--- config.mk ---
export PLATFORM = sky130hd
export DESIGN_NAME = rtp_h264_packetizer
export DESIGN_NICKNAME = d
export VERILOG_FILES = /design/src/rtl/core/rtph264_pkg.sv /design/src/rtl/core/rtph264_front.sv /design/src/rtl/core/rtph264_jobq.sv /design/src/rtl/core/rtph264_back.sv /design/src/rtl/core/rtp_h264_packetizer.sv
export SDC_FILE = /design/constraint.sdc
export NUM_CORES = 1
export LEC_CHECK = 0
export BUFFER_PORTS_ARGS = -buffer_cell sky130_fd_sc_hd__buf_2
export CAP_MARGIN = 20
export CORE_MARGIN = 3
export CORE_UTILIZATION = 37
export CTS_CLUSTER_SIZE = 16
export DETAILED_ROUTE_END_ITERATION = 12
export HOLD_SLACK_MARGIN = 0.06
export PLACE_DENSITY_LB_ADDON = 0.15
export SYNTH_ARGS = -nofsm -noshare
export SYNTH_HDL_FRONTEND = slang
export SYNTH_SLANG_ARGS = --single-unit
--- constraint.sdc ---
create_clock -name clk -period 6.3 [get_ports clk]
set_input_delay 1.26 -clock clk [delete_from_list [all_inputs] [get_ports clk]]
set_output_delay 1.26 -clock clk [all_outputs]
set_load 0.05 [all_outputs]
--- src/rtl/core/rtph264_pkg.sv ---
// ----------------------------------------------------------------------------
// rtph264_pkg
// Shared types and constants for the RTP H.264 packetiser.
// ----------------------------------------------------------------------------
package rtph264_pkg;

    localparam int NAL_LENGTH_BITS = 22;

    localparam logic [1:0] CFG_PAYLOAD_TYPE = 2'd0;
    localparam logic [1:0] CFG_SOURCE_ID    = 2'd1;
    localparam logic [1:0] CFG_TS_INCREMENT = 2'd2;
    localparam logic [1:0] CFG_MAX_PACKET   = 2'd3;

    localparam logic [6:0]  PT_RESET      = 7'd96;
    localparam logic [31:0] SSRC_RESET    = 32'hd160b58f;
    localparam logic [31:0] TS_INC_RESET  = 32'd3600;
    localparam logic [15:0] MAX_PKT_RESET = 16'd1400;

    localparam logic [15:0] MIN_PACKET    = 16'd16;
    localparam logic [15:0] RTP_HDR_BYTES = 16'd12;
    localparam logic [15:0] FU_OVERHEAD   = 16'd14;

    localparam logic [7:0] RTP_VERSION_BYTE = 8'h80;
    localparam logic [7:0] NRI_MASK         = 8'he0;
    localparam logic [7:0] FU_A_TYPE        = 8'd28;
    localparam logic [7:0] TYPE_MASK        = 8'h1f;
    localparam logic [7:0] FU_START_BIT     = 8'h80;
    localparam logic [7:0] FU_END_BIT       = 8'h40;

    typedef struct packed {
        logic [7:0]                 nal_byte;
        logic [NAL_LENGTH_BITS-1:0] nal_length;
        logic                       first_byte;
    } nal_item_t;

    typedef struct packed {
        logic [7:0] packet_byte;
        logic       packet_end;
        logic       run_last;
    } pkt_item_t;

    typedef struct packed {
        logic [6:0]  payload_type;
        logic [31:0] source_id;
        logic [31:0] ts_increment;
        logic [15:0] max_packet_bytes;
    } cfg_t;

    // One request for the back end: optional RTP header, optional FU-A
    // bytes, then exactly one payload byte.
    typedef struct packed {
        logic        hdr;
        logic        marker;
        logic        fu;
        logic        pkt_end;
        logic [15:0] seq;
        logic [31:0] ts;
        logic [7:0]  fu_ind;
        logic [7:0]  fu_hdr;
        logic [7:0]  data;
    } job_t;

endpackage

--- src/rtl/core/rtph264_front.sv ---
// ----------------------------------------------------------------------------
// rtph264_front
// Takes NAL bytes, tracks NAL/fragment state and issues byte-run requests.
// ----------------------------------------------------------------------------
module rtph264_front (
    input  logic                    clk,
    input  logic                    rst_n,
    input  rtph264_pkg::cfg_t       cfg,
    input  logic                    accept,
    input  rtph264_pkg::nal_item_t  item,
    output logic                    job_push,
    output rtph264_pkg::job_t       job
);
    import rtph264_pkg::*;

    localparam logic [NAL_LENGTH_BITS-1:0] LEN_ONE = NAL_LENGTH_BITS'(1);

    logic [15:0]                seq_reg, seq_next;
    logic [31:0]                ts_reg, ts_next;
    logic                       second_reg, second_next;
    logic [15:0]                fill_reg, fill_next;
    logic [7:0]                 nal_hdr_reg, nal_hdr_next;
    logic                       frag_reg, frag_next;
    logic [NAL_LENGTH_BITS-1:0] remain_reg, remain_next;

    logic [15:0]                psize;
    logic [15:0]                frag_cap;
    logic [15:0]                single_cap;
    logic [15:0]                fill_inc;
    logic [NAL_LENGTH_BITS-1:0] len_eff;
    logic                       last_frag;
    logic                       frag_end;
    logic                       nal_done;

    always_comb
    begin
        psize      = (cfg.max_packet_bytes < MIN_PACKET) ? MIN_PACKET : cfg.max_packet_bytes;
        frag_cap   = psize - FU_OVERHEAD;
        single_cap = psize - RTP_HDR_BYTES;
        len_eff    = (item.nal_length == '0) ? LEN_ONE : item.nal_length;
        fill_inc   = fill_reg + 16'd1;
        nal_done   = (remain_reg == LEN_ONE);
        last_frag  = (remain_reg <= NAL_LENGTH_BITS'(frag_cap));
        frag_end   = (fill_inc >= frag_cap) || nal_done;

        seq_next     = seq_reg;
        ts_next      = ts_reg;
        second_next  = second_reg;
        fill_next    = fill_reg;
        nal_hdr_next = nal_hdr_reg;
        frag_next    = frag_reg;
        remain_next  = remain_reg;

        job_push = 1'b0;
        job      = '0;
        job.seq  = seq_reg;
        job.ts   = ts_reg;
        job.data = item.nal_byte;
        job.fu_ind = (nal_hdr_reg & NRI_MASK) | FU_A_TYPE;
        job.fu_hdr = (nal_hdr_reg & TYPE_MASK)
                   | (second_reg ? FU_START_BIT : 8'h00)
                   | (last_frag ? FU_END_BIT : 8'h00);

        if (accept)
        begin
            if (item.first_byte)
            begin
                second_next  = 1'b1;
                remain_next  = len_eff - LEN_ONE;
                nal_hdr_next = item.nal_byte;
                fill_next    = '0;
                if (len_eff <= NAL_LENGTH_BITS'(single_cap))
                begin
                    frag_next   = 1'b0;
                    job_push    = 1'b1;
                    job.hdr     = 1'b1;
                    job.marker  = 1'b1;
                    job.pkt_end = (len_eff == LEN_ONE);
                    if (len_eff == LEN_ONE)
                    begin
                        seq_next = seq_reg + 16'd1;
                        ts_next  = ts_reg + cfg.ts_increment;
                    end
                end
                else
                begin
                    frag_next = 1'b1;
                end
            end
            else if (remain_reg != '0)
            begin
                second_next = 1'b0;
                remain_next = remain_reg - LEN_ONE;
                job_push    = 1'b1;
                if (!frag_reg)
                begin
                    job.pkt_end = nal_done;
                    if (nal_done)
                    begin
                        seq_next = seq_reg + 16'd1;
                        ts_next  = ts_reg + cfg.ts_increment;
                    end
                end
                else
                begin
                    if (fill_reg == '0)
                    begin
                        job.hdr    = 1'b1;
                        job.fu     = 1'b1;
                        job.marker = last_frag;
                    end
                    job.pkt_end = frag_end;
                    fill_next   = frag_end ? 16'd0 : fill_inc;
                    if (frag_end)
                        seq_next = seq_reg + 16'd1;
                    if (nal_done)
                        ts_next = ts_reg + cfg.ts_increment;
                end
            end
        end
    end

    always_ff @(posedge clk or negedge rst_n)
    begin
        if (!rst_n)
        begin
            seq_reg     <= '0;
            ts_reg      <= '0;
            second_reg  <= 1'b0;
            fill_reg    <= '0;
            nal_hdr_reg <= '0;
            frag_reg    <= 1'b0;
            remain_reg  <= '0;
        end
        else
        begin
            seq_reg     <= seq_next;
            ts_reg      <= ts_next;
            second_reg  <= second_next;
            fill_reg    <= fill_next;
            nal_hdr_reg <= nal_hdr_next;
            frag_reg    <= frag_next;
            remain_reg  <= remain_next;
        end
    end

endmodule

--- src/rtl/core/rtph264_jobq.sv ---
// ----------------------------------------------------------------------------
// rtph264_jobq
// Four-entry request queue between front and back end.
// ----------------------------------------------------------------------------
module rtph264_jobq (
    input  logic              clk,
    input  logic              rst_n,
    input  logic              wr,
    input  rtph264_pkg::job_t wr_job,
    output logic              full,
    input  logic              rd,
    output rtph264_pkg::job_t rd_job,
    output logic              empty
);
    import rtph264_pkg::*;

    localparam int DEPTH = 4;
    localparam int PTR_W = $clog2(DEPTH);

    job_t             mem_reg [DEPTH];
    logic [PTR_W-1:0] wp_reg, wp_next;
    logic [PTR_W-1:0] rp_reg, rp_next;
    logic [PTR_W:0]   cnt_reg, cnt_next;

    assign full   = (cnt_reg == (PTR_W+1)'(DEPTH));
    assign empty  = (cnt_reg == '0);
    assign rd_job = mem_reg[rp_reg];

    always_comb
    begin
        wp_next  = wr ? wp_reg + 1'b1 : wp_reg;
        rp_next  = rd ? rp_reg + 1'b1 : rp_reg;
        cnt_next = cnt_reg + (PTR_W+1)'(wr) - (PTR_W+1)'(rd);
    end

    always_ff @(posedge clk or negedge rst_n)
    begin
        if (!rst_n)
        begin
            wp_reg  <= '0;
            rp_reg  <= '0;
            cnt_reg <= '0;
        end
        else
        begin
            wp_reg  <= wp_next;
            rp_reg  <= rp_next;
            cnt_reg <= cnt_next;
        end
    end

    always_ff @(posedge clk)
    begin
        if (wr)
            mem_reg[wp_reg] <= wr_job;
    end

endmodule

--- src/rtl/core/rtph264_back.sv ---
// ----------------------------------------------------------------------------
// rtph264_back
// Expands requests into packet bytes, one per cycle while pop keeps up, into the output register.
// ----------------------------------------------------------------------------
module rtph264_back (
    input  logic                   clk,
    input  logic                   rst_n,
    input  rtph264_pkg::cfg_t      cfg,
    input  rtph264_pkg::job_t      q_job,
    input  logic                   q_empty,
    output logic                   q_pop,
    output rtph264_pkg::pkt_item_t packet,
    output logic                   empty,
    input  logic                   pop
);
    import rtph264_pkg::*;

    localparam logic [3:0] IX_VER      = 4'd0;
    localparam logic [3:0] IX_MPT      = 4'd1;
    localparam logic [3:0] IX_SEQ_HI   = 4'd2;
    localparam logic [3:0] IX_SEQ_LO   = 4'd3;
    localparam logic [3:0] IX_TS_3     = 4'd4;
    localparam logic [3:0] IX_TS_2     = 4'd5;
    localparam logic [3:0] IX_TS_1     = 4'd6;
    localparam logic [3:0] IX_TS_0     = 4'd7;
    localparam logic [3:0] IX_SSRC_3   = 4'd8;
    localparam logic [3:0] IX_SSRC_2   = 4'd9;
    localparam logic [3:0] IX_SSRC_1   = 4'd10;
    localparam logic [3:0] IX_SSRC_0   = 4'd11;
    localparam logic [3:0] IX_FU_IND   = 4'd12;
    localparam logic [3:0] IX_FU_HDR   = 4'd13;
    localparam logic [3:0] IX_PAYLOAD  = 4'd14;

    job_t      cur_reg, cur_next;
    logic      cur_valid_reg, cur_valid_next;
    logic [3:0] idx_reg, idx_next;
    pkt_item_t out_reg, out_next;
    logic      out_valid_reg, out_valid_next;

    logic      adv;
    logic      cur_done;
    logic [7:0] byte_sel;

    always_comb
    begin
        case (idx_reg)
            IX_VER:     byte_sel = RTP_VERSION_BYTE;
            IX_MPT:     byte_sel = {cur_reg.marker, cfg.payload_type};
            IX_SEQ_HI:  byte_sel = cur_reg.seq[15:8];
            IX_SEQ_LO:  byte_sel = cur_reg.seq[7:0];
            IX_TS_3:    byte_sel = cur_reg.ts[31:24];
            IX_TS_2:    byte_sel = cur_reg.ts[23:16];
            IX_TS_1:    byte_sel = cur_reg.ts[15:8];
            IX_TS_0:    byte_sel = cur_reg.ts[7:0];
            IX_SSRC_3:  byte_sel = cfg.source_id[31:24];
            IX_SSRC_2:  byte_sel = cfg.source_id[23:16];
            IX_SSRC_1:  byte_sel = cfg.source_id[15:8];
            IX_SSRC_0:  byte_sel = cfg.source_id[7:0];
            IX_FU_IND:  byte_sel = cur_reg.fu_ind;
            IX_FU_HDR:  byte_sel = cur_reg.fu_hdr;
            default:    byte_sel = cur_reg.data;
        endcase
    end

    always_comb
    begin
        adv      = cur_valid_reg && (!out_valid_reg || pop);
        cur_done = adv && (idx_reg == IX_PAYLOAD);
        q_pop    = (!cur_valid_reg || cur_done) && !q_empty;

        out_next       = out_reg;
        out_valid_next = out_valid_reg;
        if (adv)
        begin
            out_next.packet_byte = byte_sel;
            out_next.packet_end  = cur_done && cur_reg.pkt_end;
            out_next.run_last    = cur_done;
            out_valid_next       = 1'b1;
        end
        else if (pop)
        begin
            out_valid_next = 1'b0;
        end

        cur_next       = cur_reg;
        cur_valid_next = cur_valid_reg;
        idx_next       = idx_reg;
        if (q_pop)
        begin
            cur_next       = q_job;
            cur_valid_next = 1'b1;
            idx_next       = q_job.hdr ? IX_VER : IX_PAYLOAD;
        end
        else if (cur_done)
        begin
            cur_valid_next = 1'b0;
        end
        else if (adv)
        begin
            idx_next = (idx_reg == IX_SSRC_0 && !cur_reg.fu) ? IX_PAYLOAD : idx_reg + 4'd1;
        end
    end

    always_ff @(posedge clk or negedge rst_n)
    begin
        if (!rst_n)
        begin
            cur_valid_reg <= 1'b0;
            out_valid_reg <= 1'b0;
            idx_reg       <= '0;
        end
        else
        begin
            cur_valid_reg <= cur_valid_next;
            out_valid_reg <= out_valid_next;
            idx_reg       <= idx_next;
        end
    end

    always_ff @(posedge clk)
    begin
        cur_reg <= cur_next;
        out_reg <= out_next;
    end

    assign packet = out_reg;
    assign empty  = !out_valid_reg;

endmodule

--- src/rtl/core/rtp_h264_packetizer.sv ---
// ----------------------------------------------------------------------------
// rtp_h264_packetizer
// H.264 NAL to RTP packet byte stream (single NAL and FU-A modes).
// ----------------------------------------------------------------------------
// Input queue: drive nal and push; a byte is taken when push is high and
// full is low. NAL bytes arrive in order, first_byte marking the NAL header.
// Output queue: while empty is low, packet holds the oldest byte; pop takes it.
// Each input byte yields 0 to 15 output bytes (12-byte RTP header and, for
// FU-A, two FU bytes ahead of the payload byte); run_last flags the last one.
// Path: job queue, then request register, then output register.
// Throughput: one input byte per cycle, limited by the back end emitting one
// packet byte per cycle while pop keeps up; header bursts are absorbed by a
// four-entry queue and then push back through full.
// Configuration: cfg_we writes cfg_data into register cfg_index at the clock
// edge; write only while no bytes are in flight.
// Reset: registers return to their defaults, counters clear, queues empty.
// A stalled receiver holds the output byte; the queue then fills and full
// rises until pop resumes.
// ----------------------------------------------------------------------------
module rtp_h264_packetizer (
    input  logic                   clk,
    input  logic                   rst_n,
    input  logic                   push,
    input  rtph264_pkg::nal_item_t nal,
    output logic                   full,
    input  logic                   pop,
    output rtph264_pkg::pkt_item_t packet,
    output logic                   empty,
    input  logic                   cfg_we,
    input  logic [1:0]             cfg_index,
    input  logic [31:0]            cfg_data
);
    import rtph264_pkg::*;

    cfg_t cfg_reg, cfg_next;
    logic accept;
    logic job_push;
    job_t job_in;
    job_t job_out;
    logic q_empty;
    logic q_pop;

    always_comb
    begin
        cfg_next = cfg_reg;
        if (cfg_we)
        begin
            case (cfg_index)
                CFG_PAYLOAD_TYPE: cfg_next.payload_type     = cfg_data[6:0];
                CFG_SOURCE_ID:    cfg_next.source_id        = cfg_data;
                CFG_TS_INCREMENT: cfg_next.ts_increment     = cfg_data;
                CFG_MAX_PACKET:   cfg_next.max_packet_bytes = cfg_data[15:0];
                default:          cfg_next = cfg_reg;
            endcase
        end
    end

    always_ff @(posedge clk or negedge rst_n)
    begin
        if (!rst_n)
        begin
            cfg_reg.payload_type     <= PT_RESET;
            cfg_reg.source_id        <= SSRC_RESET;
            cfg_reg.ts_increment     <= TS_INC_RESET;
            cfg_reg.max_packet_bytes <= MAX_PKT_RESET;
        end
        else
        begin
            cfg_reg <= cfg_next;
        end
    end

    assign accept = push && !full;

    rtph264_front u_front (
        .clk      (clk),
        .rst_n    (rst_n),
        .cfg      (cfg_reg),
        .accept   (accept),
        .item     (nal),
        .job_push (job_push),
        .job      (job_in)
    );

    rtph264_jobq u_jobq (
        .clk    (clk),
        .rst_n  (rst_n),
        .wr     (job_push),
        .wr_job (job_in),
        .full   (full),
        .rd     (q_pop),
        .rd_job (job_out),
        .empty  (q_empty)
    );

    rtph264_back u_back (
        .clk     (clk),
        .rst_n   (rst_n),
        .cfg     (cfg_reg),
        .q_job   (job_out),
        .q_empty (q_empty),
        .q_pop   (q_pop),
        .packet  (packet),
        .empty   (empty),
        .pop     (pop)
    );

endmodule

After elaboration in Yosys (flattened, before gate mapping)
Memory sizes are Yosys's and may differ from the RTL's. Cells that the tools add are included.

Register bits after elaboration: 281. Bits in writable memories: 284. Bits of input ports: 70. Output and inout port bits: 12. Memories: 1.

Add/sub/neg operators: 12. Order comparisons: 4. Equal/unequal tests: 24. Mux-type cells: 51. Bitwise logic cells: 2. Reduce and logical (&&, ||, !) cells: 37.

Memories: u_jobq.mem_reg (words 4, width 71, read ports 1, clocked after Yosys merged registers in 0, write ports 1, line rtph264_jobq.sv:20) `job_t mem_reg [DEPTH];`.

Operators by type and width (count): two-way mux 16 bit (12); two-way mux 32 bit (5); one-hot mux 8 bit (14 select lines) (1); two-way mux 22 bit (3); == test 22 x 1 -> 1 bit (second input constant) (2); less-or-equal comparator 22 x 16 -> 1 bit (2); subtractor 22 x 1 -> 22 bit (second input constant) (2); adder 16 x 1 -> 16 bit (second input constant) (2); adder 32 bit (1); subtractor 16 x 4 -> 16 bit (second input constant) (2); == test 4 bit (second input constant) (7); two-way mux 4 bit (7); zero test 22 bit (1); nonzero test 22 bit (1); two-way mux 1 bit (17); == test 4 x 3 -> 1 bit (second input constant) (4); >= comparator 16 bit (1); zero test 16 bit (1); less-than comparator 16 x 5 -> 1 bit (second input constant) (1); AND reduction 2 bit (7); nonzero test 2 bit (6); == test 4 x 2 -> 1 bit (second input constant) (2); two-way mux 8 bit (1); OR 5 x 8 -> 8 bit (1); other kinds (25) (41).

Longest topological paths before layout
Gate-level depths: netlist of the first run.

Word-level depth: 9. Depth in mapped cells: 24.

Hierarchy
Synthesis of the first run repeated with hierarchy kept, for this count alone.

Cell total of the unflattened synthesis: 1888. Area total of the unflattened synthesis: 26982.1 µm².

By module, submodules not included: rtph264_jobq (instances 1, cells each 432, area each 11367.2 µm², sequential area each 9303.9 µm²); rtph264_front (instances 1, cells each 999, area each 8323.0 µm², sequential area each 2402.3 µm²); rtph264_back (instances 1, cells each 271, area each 3967.6 µm², sequential area each 2702.6 µm²); rtp_h264_packetizer (instances 1, cells each 186, area each 3324.4 µm², sequential area each 2212.1 µm²).

Worst setup path before layout of the first run
Ideal clock, no wire load.

Path kind: in2reg. From: in pop. To: reg u_jobq.cnt_reg[1]. Setup time: 0.136 ns. Data arrival time: 6.762 ns. Setup slack: -0.598 ns. Stages on the path: 8. Path buffers: 0. Cells stage by stage: nand2b_1 -> nand2_1 -> or2_2 -> a21oi_1 -> ha_1 -> inv_1 -> ha_1 -> fa_1.

Word-level cells in the longest chain between the ends: 6.

RTL lines: from (decl) (line rtp_h264_packetizer.sv:26) `input logic pop,`; logical OR 1 bit (line rtph264_back.sv:67) `adv = cur_valid_reg && (!out_valid_reg || pop);`; logical AND 1 bit (line rtph264_back.sv:67); logical AND 1 bit (line rtph264_back.sv:68) `cur_done = adv && (idx_reg == IX_PAYLOAD);`; logical OR 1 bit (line rtph264_back.sv:69) `q_pop = (!cur_valid_reg || cur_done) && !q_empty;`; logical AND 1 bit (line rtph264_back.sv:69); net q_pop (line rtp_h264_packetizer.sv:41) `logic q_pop;`; subtractor 3 x 1 -> 3 bit (line rtph264_jobq.sv:33) `cnt_next = cnt_reg + (PTR_W+1)'(wr) - (PTR_W+1)'(rd);`; net u_jobq.cnt_next[1] (line rtph264_jobq.sv:23) `logic [PTR_W:0] cnt_reg, cnt_next;`; to (signal assigned) (line rtph264_jobq.sv:48) `cnt_reg <= cnt_next;`; to (decl) (line rtph264_jobq.sv:23).

The timed path passes the listed nets, and every way through them passes these cells. A chain may end at the register's enable or synchronous reset.

Final worst setup path of the first run
From: reg cfg_reg[9] (netlist bit). To: reg u_front.fill_reg[15].

Word-level cells in the longest chain between the ends: 9.

RTL lines: from (decl) (line rtp_h264_packetizer.sv:35) `cfg_t cfg_reg, cfg_next;`; from (signal assigned) (line rtp_h264_packetizer.sv:69) `cfg_reg <= cfg_next;`; less-than comparator 16 x 5 -> 1 bit (line rtph264_front.sv:37) `psize = (cfg.max_packet_bytes < MIN_PACKET) ? MIN_PACKET : cfg.max_packet_bytes;`; two-way mux 16 bit (*) (line rtph264_front.sv:37); subtractor 16 x 4 -> 16 bit (*) (line rtph264_front.sv:38) `frag_cap = psize - FU_OVERHEAD;`; >= comparator 16 bit (*) (line rtph264_front.sv:44) `frag_end = (fill_inc >= frag_cap) || nal_done;`; logical OR 1 bit (*) (line rtph264_front.sv:44); two-way mux 16 bit (*) (line rtph264_front.sv:113) `fill_next = frag_end ? 16'd0 : fill_inc;`; two-way mux 16 bit (*) (line rtph264_front.sv:95) `if (!frag_reg)`; two-way mux 16 bit (*) (line rtph264_front.sv:90) `else if (remain_reg != '0)`; two-way mux 16 bit (*) (line rtph264_front.sv:66) `if (item.first_byte)`; to (signal assigned) (line rtph264_front.sv:140) `fill_reg <= fill_next;`; to (decl) (line rtph264_front.sv:21) `logic [15:0] fill_reg, fill_next;`.

Every way passes the cells marked *; elsewhere a longest branch is shown, timed or not. The select of a mux whose other input is x is not followed.

==> results.cfg, run 1 <==
[hold_path]
worst_hold_path_type = flip-flop to flip-flop

[timing]
postLayoutSetupSlackWorst_ns = 0.770
fin_worst_skew_ns = 0.0272
finalMaxSlewViolations = 0
final_period_minus_worst_setup_slack_ns = 5.53
max_freq_mhz = 181
hold_viol = 0
finalSetupViolCount = 0
grt_setup_unrepaired = no
slew_headroom_pct = 33.9
tcrit_tclk_final_pct = 87.8
tns_ns = 0
tightestPinTransition_ns = 0.989

[synthesis]
mean_post_synth_cell_area_um2 = 14.0
ys_seq_elements = 555
ys_async_sr_fraction_pct = 35.3
post_synth_num_cell_types = 84
synth_sequential_area_ratio_pct = 61.7
postSynthNetCount = 1985
synth-main-ff-cell = sky130_fd_sc_hd__edfxtp_1
mappedNetlistArea_mm2 = 0.0255
synth-edff-count = 359
number_of_synthesis_warnings = 0
post_synth_inst_count = 1815

[placed_design]
dp.final_hpwl_um = 44600
place_ws_ns = 0.850
finalWeightedCongestion = 0.802
place_inst = 2711
port_buffers = 81

[detailed_routing]
pre_antenna_drt_iters = 5
wl_um = 67200
drc_errors = 0
final_antenna_net_count = 0
detailroute.via_count = 15600
via_to_cell_ratio = 5.52
drt_first_iter_violations = 1403
route.detailed.wl_per_inst_um = 23.8

[worst_setup_path]
chain_of_cells_forming_the_critical_path = or4_4 -> or3_4 -> or3_4 -> nor2_2 -> nand2_1 -> nand2_1 -> inv_1 -> ha_1 -> nand2_1 -> nand3_1 -> o21ai_0 -> ha_1 -> and4_1 -> a21oi_1 -> nand2_1 -> nor4_1 -> nand2_1 -> or3_1 -> o21ai_0
slowest_delay_ns = 0.57
critPathSlowestCell = sky130_fd_sc_hd__or4_4
reg2reg_setup_slack_ns = 0.77
startpoint_type_of_the_worst_setup_path = flip-flop
worst_setup_path_end_kind = flip-flop
cp_common_cell = sky130_fd_sc_hd__nand2_1
worst-endpoint-required_ns = 6.84
arrival_ns = 6.07
worstSetupPathType = flip-flop to flip-flop
crit_path_max_fanout = 20

[clock_tree]
root_buf_cell = sky130_fd_sc_hd__clkbuf_16
cts_tree = done
post-cts-setup-buffer-count = 0
clock_latency_ns = 0.64
post_cts_resize_count = 0
bufs_on_longest_clock_path = 3
cts_made_buffers = 60
htree_levels = 2
cts.sinks = 555
clkTransAtPathRegs_ns = 0.06
hold_bufs_at_cts = 0

[power]
clock_power_share_pct = 31.0
power_density_mw_per_mm2 = 406
design_power_total_mw = 11.8
power_frac_seq_pct = 43.5
leakage_power_of_the_design_nw = 11.0
p_int_mw = 8.00
switching_share_pct = 32.3
share_comb_of_total_power_pct = 25.4
worst_case_vdd_ir_drop_v = 0.000313
power.switching_mw = 3.81

[global_route]
global_route.usage.total_pct = 18.8
globalRouteOverflowTotal = 0
maximum_number_of_pins_on_one_net_before_global_route_repair = 81
grt_antenna_before_repair = 3
first_global_vias = 15800
grt_pass1_wl_um = 101000

[layout]
final_core_utilization_pct = 42.9
final_layout_size_suffix_gt1_share_pct = 22.2
stdcell_count = 2825
syn2layout_area_growth_pct = 13.9
largest_register_ffs = 280
nNetsFinal = 2070
antenna-diode-count = 0

[run]
drv.max_cap_violation_count = 0

[floorplanning]
initial_utilization_pct = 37.6
dieHeight_um = 268
ios = 82
core_area_mm2 = 0.0678
dieWidth_um = 268
design.die.area_mm2 = 0.0721
row_count = 95

[run_status]
outcome = finished, final reports clean
[power groups by stage]
stage	Combinational (mW)	Clock, mW	Sequential [mW]
finish	3.00	3.66	5.14
global route	3.30	3.90	5.22
CTS	3.03	3.76	5.16
detailed placement	3.01	0	5.22
global placement	3.00	0	5.20
floorplan	2.08	0	5.02
[cells in the final DEF, fill, tap and decap left out, types with 26 or more instances in the layout]
| cell | n |
|---|---|
| sky130_fd_sc_hd__edfxtp_1 | 359 |
| sky130_fd_sc_hd__dfrtp_1 | 166 |
| sky130_fd_sc_hd__nand2_1 | 139 |
| sky130_fd_sc_hd__ha_1 | 98 |
| sky130_fd_sc_hd__mux2_2 | 93 |
| sky130_fd_sc_hd__o21ai_0 | 89 |
| sky130_fd_sc_hd__buf_2 | 80 |
| sky130_fd_sc_hd__a21oi_1 | 76 |
| sky130_fd_sc_hd__mux4_2 | 72 |
| sky130_fd_sc_hd__clkbuf_16 | 62 |
| sky130_fd_sc_hd__nor2_1 | 61 |
| sky130_fd_sc_hd__xnor2_1 | 54 |
| sky130_fd_sc_hd__nand3_1 | 50 |
| sky130_fd_sc_hd__xor2_1 | 46 |
| sky130_fd_sc_hd__inv_1 | 39 |
| sky130_fd_sc_hd__nor3_1 | 32 |
| sky130_fd_sc_hd__dfstp_2 | 28 |
| sky130_fd_sc_hd__and3_1 | 27 |
| sky130_fd_sc_hd__a21o_1 | 26 |
[metal layers]
layer  global-route usage [%]  wire [um]
met3                     3.60       3720
met1                     26.6      30900
met5                        0          0
met4                     5.61       1860
met2                     29.6      30600
[area by class of cell]
class / count / area, um^2
flip-flops and latches: 555 / 15700
clock inverters: 28 / 390
multi-input cells: 1132 / 9280
well taps: 873 / 1090
fillers: 6191 / 38700
clock buffers: 86 / 1690
repair buffers: 111 / 703
inverters: 40 / 150
[worst max-delay path: cells and delay by family (launching register included)]
kind	cells	cell delay (ns)
adder cells (fa/ha/maj)	2	0.56
AO/OA/AOI/OAI	3	0.75
buffers and inverters	1	0.09
AND/OR/NAND/NOR	13	3.61
flip-flops	1	0.45
[stage by stage]
step           hold WS, ns  instance area, um^2
2_1_floorplan        0.469                25500
5_1_grt              0.529                29000
3_5_place_dp         0.501                27000
6_report             0.513                29000
3_3_place_gp         0.490                27000
4_1_cts              0.514                29000
[Yosys cell counts, types with 5 or more instances]
| library cell | number | share of area, % |
|---|---|---|
| sky130_fd_sc_hd__edfxtp_1 | 359 | 42 |
| sky130_fd_sc_hd__dfrtp_1 | 168 | 16 |
| sky130_fd_sc_hd__nand2_1 | 139 | 2.0 |
| sky130_fd_sc_hd__ha_1 | 98 | 4.8 |
| sky130_fd_sc_hd__mux2_2 | 93 | 4.1 |
| sky130_fd_sc_hd__o21ai_0 | 89 | 1.7 |
| sky130_fd_sc_hd__a21oi_1 | 77 | 1.5 |
| sky130_fd_sc_hd__mux4_2 | 72 | 6.4 |
| sky130_fd_sc_hd__clkbuf_1 | 67 | 0.99 |
| sky130_fd_sc_hd__nor2_1 | 61 | 0.90 |
| sky130_fd_sc_hd__xnor2_1 | 54 | 1.9 |
| sky130_fd_sc_hd__nand3_1 | 50 | 0.98 |
| sky130_fd_sc_hd__xor2_1 | 46 | 1.6 |
| sky130_fd_sc_hd__inv_1 | 39 | 0.57 |
| sky130_fd_sc_hd__nor3_1 | 32 | 0.63 |
| sky130_fd_sc_hd__dfstp_2 | 28 | 2.9 |
| sky130_fd_sc_hd__and3_1 | 27 | 0.66 |
| sky130_fd_sc_hd__a21o_1 | 26 | 0.77 |
| sky130_fd_sc_hd__nand4_1 | 19 | 0.47 |
| sky130_fd_sc_hd__o22ai_1 | 16 | 0.39 |
| sky130_fd_sc_hd__nor4_1 | 14 | 0.34 |
| sky130_fd_sc_hd__a221oi_1 | 13 | 0.45 |
| sky130_fd_sc_hd__a211oi_1 | 12 | 0.35 |
| sky130_fd_sc_hd__and2_1 | 12 | 0.29 |
| sky130_fd_sc_hd__o211ai_1 | 12 | 0.35 |
| sky130_fd_sc_hd__or3_1 | 12 | 0.29 |
| sky130_fd_sc_hd__buf_1 | 11 | 0.16 |
| sky130_fd_sc_hd__a22o_1 | 10 | 0.34 |
| sky130_fd_sc_hd__a22oi_1 | 10 | 0.29 |
| sky130_fd_sc_hd__nor2b_1 | 9 | 0.22 |
| sky130_fd_sc_hd__a31oi_1 | 8 | 0.20 |
| sky130_fd_sc_hd__nand2b_1 | 8 | 0.20 |
| sky130_fd_sc_hd__nor3b_1 | 8 | 0.24 |
| sky130_fd_sc_hd__a222oi_1 | 7 | 0.27 |
| sky130_fd_sc_hd__buf_2 | 7 | 0.14 |
| sky130_fd_sc_hd__o21a_1 | 7 | 0.21 |
| sky130_fd_sc_hd__or2_2 | 7 | 0.17 |
| sky130_fd_sc_hd__a21boi_0 | 5 | 0.15 |
| sky130_fd_sc_hd__and4_1 | 5 | 0.17 |
| sky130_fd_sc_hd__mux2i_1 | 5 | 0.20 |
[logic make-up after synthesis]
kind of cell	share of synthesized area [%]
AOI/OAI and AO/OA	8.60
xor gates and xnor gates	3.44
DFF	61.7
buffers and inverters	1.99
adders and majority gates	4.97
muxes	10.7
and+or+nand+nor	8.66
[worst paths after layout]
check	from	endpoint	cells after the start
max	cfg_reg[9]	u_front.fill_reg[15]	19
min in group asynchronous	rst_n	u_front.fill_reg[5]	1
max reg2reg	cfg_reg[9]	u_front.fill_reg[15]	19
max in group asynchronous	rst_n	u_front.ts_reg[19]	2
min reg2reg	cfg_reg[75]	cfg_reg[75]	1
min	cfg_reg[75]	cfg_reg[75]	1
Note: power is estimated with default switching activity, not from simulation.
==> inputs of run 2 (changes only) <==
Settings changed: BUFFER_PORTS_ARGS -buffer_cell sky130_fd_sc_hd__buf_2 to -buffer_cell sky130_fd_sc_hd__clkbuf_2.
==> run 2 against run 1 <==
Via count fell by 0.77%. Sequential cell count stayed put. Register-to-register slack is essentially flat. Sequential power about the same. Core utilization up 0.17 points. Sequential share of layout area decreased by 0.22 points. Global-route usage down 0.32 points. Clock power increased by 5%. Final area is 0.40% higher. Worst hold slack got worse by 0.0018 ns. Maximum frequency fell by 0.24%. Cell count about the same.
==> results.cfg, run 2 (synthesis gave the netlist of run 1 again) <==
[power]
power.switching_mw = 3.79
power_density_mw_per_mm2 = 410
clock_power_share_pct = 32.1
p_int_mw = 8.16
worst_case_vdd_ir_drop_v = 0.000289
leakage_power_of_the_design_nw = 11.1
power_frac_seq_pct = 42.9
share_comb_of_total_power_pct = 25.0
switching_share_pct = 31.7

[detailed_routing]
final_antenna_net_count = 0
drt_first_iter_violations = 1256
pre_antenna_drt_iters = 5
drc_errors = 0
wl_um = 66000
route.detailed.wl_per_inst_um = 23.4
detailroute.via_count = 15500
via_to_cell_ratio = 5.47

[worst_setup_path]
slowest_delay_ns = 0.56
path_delay_family = simple AND/OR/NAND/NOR gates
chain_of_cells_forming_the_critical_path = or4_4 -> or3_4 -> or3_4 -> nor2_2 -> nand2_1 -> nand2_1 -> inv_1 -> ha_1 -> nand2_1 -> nand3_1 -> o21ai_0 -> ha_1 -> and4_1 -> a21oi_1 -> nand2_1 -> nor4_1 -> nand2_1 -> or3_1 -> o21ai_0
arrival_ns = 6.07
cp_common_cell = sky130_fd_sc_hd__nand2_1
crit_path_max_fanout = 20
worst_setup_path_end_kind = flip-flop
worstSetupPathType = flip-flop to flip-flop
cp_num_buf_inv = 1
worst-endpoint-required_ns = 6.83
startpoint_type_of_the_worst_setup_path = flip-flop
critPathSlowestCell = sky130_fd_sc_hd__or4_4

[timing]
grt_setup_unrepaired = no
finalMaxSlewViolations = 0
fin_worst_skew_ns = 0.0243
finalSetupViolCount = 0
slew_headroom_pct = 37.3
max_freq_mhz = 180
final_period_minus_worst_setup_slack_ns = 5.54
tightestPinTransition_ns = 0.937
tns_ns = 0
hold_viol = 0
tcrit_tclk_final_pct = 88.0

[clock_tree]
cts.sinks = 555
root_buf_cell = sky130_fd_sc_hd__clkbuf_16
clock_latency_ns = 0.63
post-cts-setup-buffer-count = 0
bufs_on_longest_clock_path = 3
clkTransAtPathRegs_ns = 0.07
htree_levels = 2
cts_tree = done
post_cts_resize_count = 0
cts_made_buffers = 61
hold_bufs_at_cts = 0

[floorplanning]
dieWidth_um = 268
dieHeight_um = 268
row_count = 95
core_area_mm2 = 0.0678
initial_utilization_pct = 37.6
ios = 82
design.die.area_mm2 = 0.0721

[global_route]
grt_antenna_before_repair = 6
first_global_vias = 15600
global_route.usage.total_pct = 18.5
maximum_number_of_pins_on_one_net_before_global_route_repair = 102
grt_pass1_wl_um = 99500
globalRouteOverflowTotal = 0

[placed_design]
port_buffers = 81
finalWeightedCongestion = 0.824
dp.final_hpwl_um = 44100

[layout]
final_core_utilization_pct = 43.0
final_cell_mix = 359 x sky130_fd_sc_hd__edfxtp_1, 166 x sky130_fd_sc_hd__dfrtp_1, 139 x sky130_fd_sc_hd__nand2_1
syn2layout_area_growth_pct = 14.4
antenna-diode-count = 0
largest_register_ffs = 280
final_layout_size_suffix_gt1_share_pct = 22.8
nNetsFinal = 2071
mostFrequentLayoutCell = sky130_fd_sc_hd__edfxtp_1

[hold_path]
worst_hold_path_type = flip-flop to flip-flop

[run]
drv.max_cap_violation_count = 0

[run_status]
outcome = finished, final reports clean
-- run 2: cell types whose count changed in the layout (fill, tap and decap cells not counted), sizes merged --
cell | previous run | this run
bufinv | 7 | 10
clkinv | 18 | 14
inv | 41 | 44
clkinvlp | 2 | 6
buf | 111 | 31
clkbuf | 86 | 162
-- run 2: path summary, 6_finish.rpt --
path                                   from              endpoint  slack, ns  depth (start not counted)
worst max-delay path             cfg_reg[9]  u_front.fill_reg[15]       0.76                         19
worst min-delay path            cfg_reg[80]           cfg_reg[80]       0.51                          1
worst max register to register   cfg_reg[9]  u_front.fill_reg[15]       0.76                         19
worst min register to register  cfg_reg[80]           cfg_reg[80]       0.51                          1
max in group asynchronous             rst_n           cfg_reg[32]       4.45                          2
min in group asynchronous             rst_n   u_front.fill_reg[4]       0.72                          1
-- run 2: area by class of cell --
| class | instances | area [um^2] |
|---|---|---|
| sequential | 555 | 15700 |
| multi-input combinational | 1132 | 9280 |
| clock inverter | 34 | 472 |
| inverter | 40 | 150 |
| fill | 6132 | 38600 |
| clock buffer | 82 | 1730 |
| tap | 873 | 1090 |
| timing repair buffer | 111 | 703 |
-- run 2: per-stage QoR --
| stage | cell area, um^2 | power [mW] | hold WS [ns] | cells | setup WS (ns) |
|---|---|---|---|---|---|
| finish | 29200 | 11.9 | 0.511 | 2827 | 0.757 |
| global route | 29200 | 12.6 | 0.525 | 2827 | 0.228 |
| CTS | 29200 | 12.1 | 0.511 | 2827 | 0.723 |
| detailed placement | 27000 | 8.21 | 0.498 | 2711 | 0.743 |
| global placement | 27000 | 8.18 | 0.491 | 2711 | 0.929 |
| floorplan | 25500 | 7.10 | 0.469 | 1815 | 0.537 |
-- run 2: power groups by stage --
stage / Clock [mW] / Combinational, mW / Sequential (mW)
5_1_grt: 4.10 / 3.29 / 5.21
3_5_place_dp: 0 / 3.00 / 5.21
3_3_place_gp: 0 / 2.99 / 5.19
6_report: 3.83 / 2.99 / 5.12
2_1_floorplan: 0 / 2.08 / 5.02
4_1_cts: 3.94 / 3.02 / 5.14
-- run 2: layer usage --
metal / vias up / part of all wire (%) / GRT usage [%]
met3: 79 / 5.2 / 3.20
met4: 0 / 2.0 / 4.43
li1: 7130 / - / -
met2: 356 / 46 / 29.1
met5: - / 0 / 0
met1: 7897 / 47 / 26.8
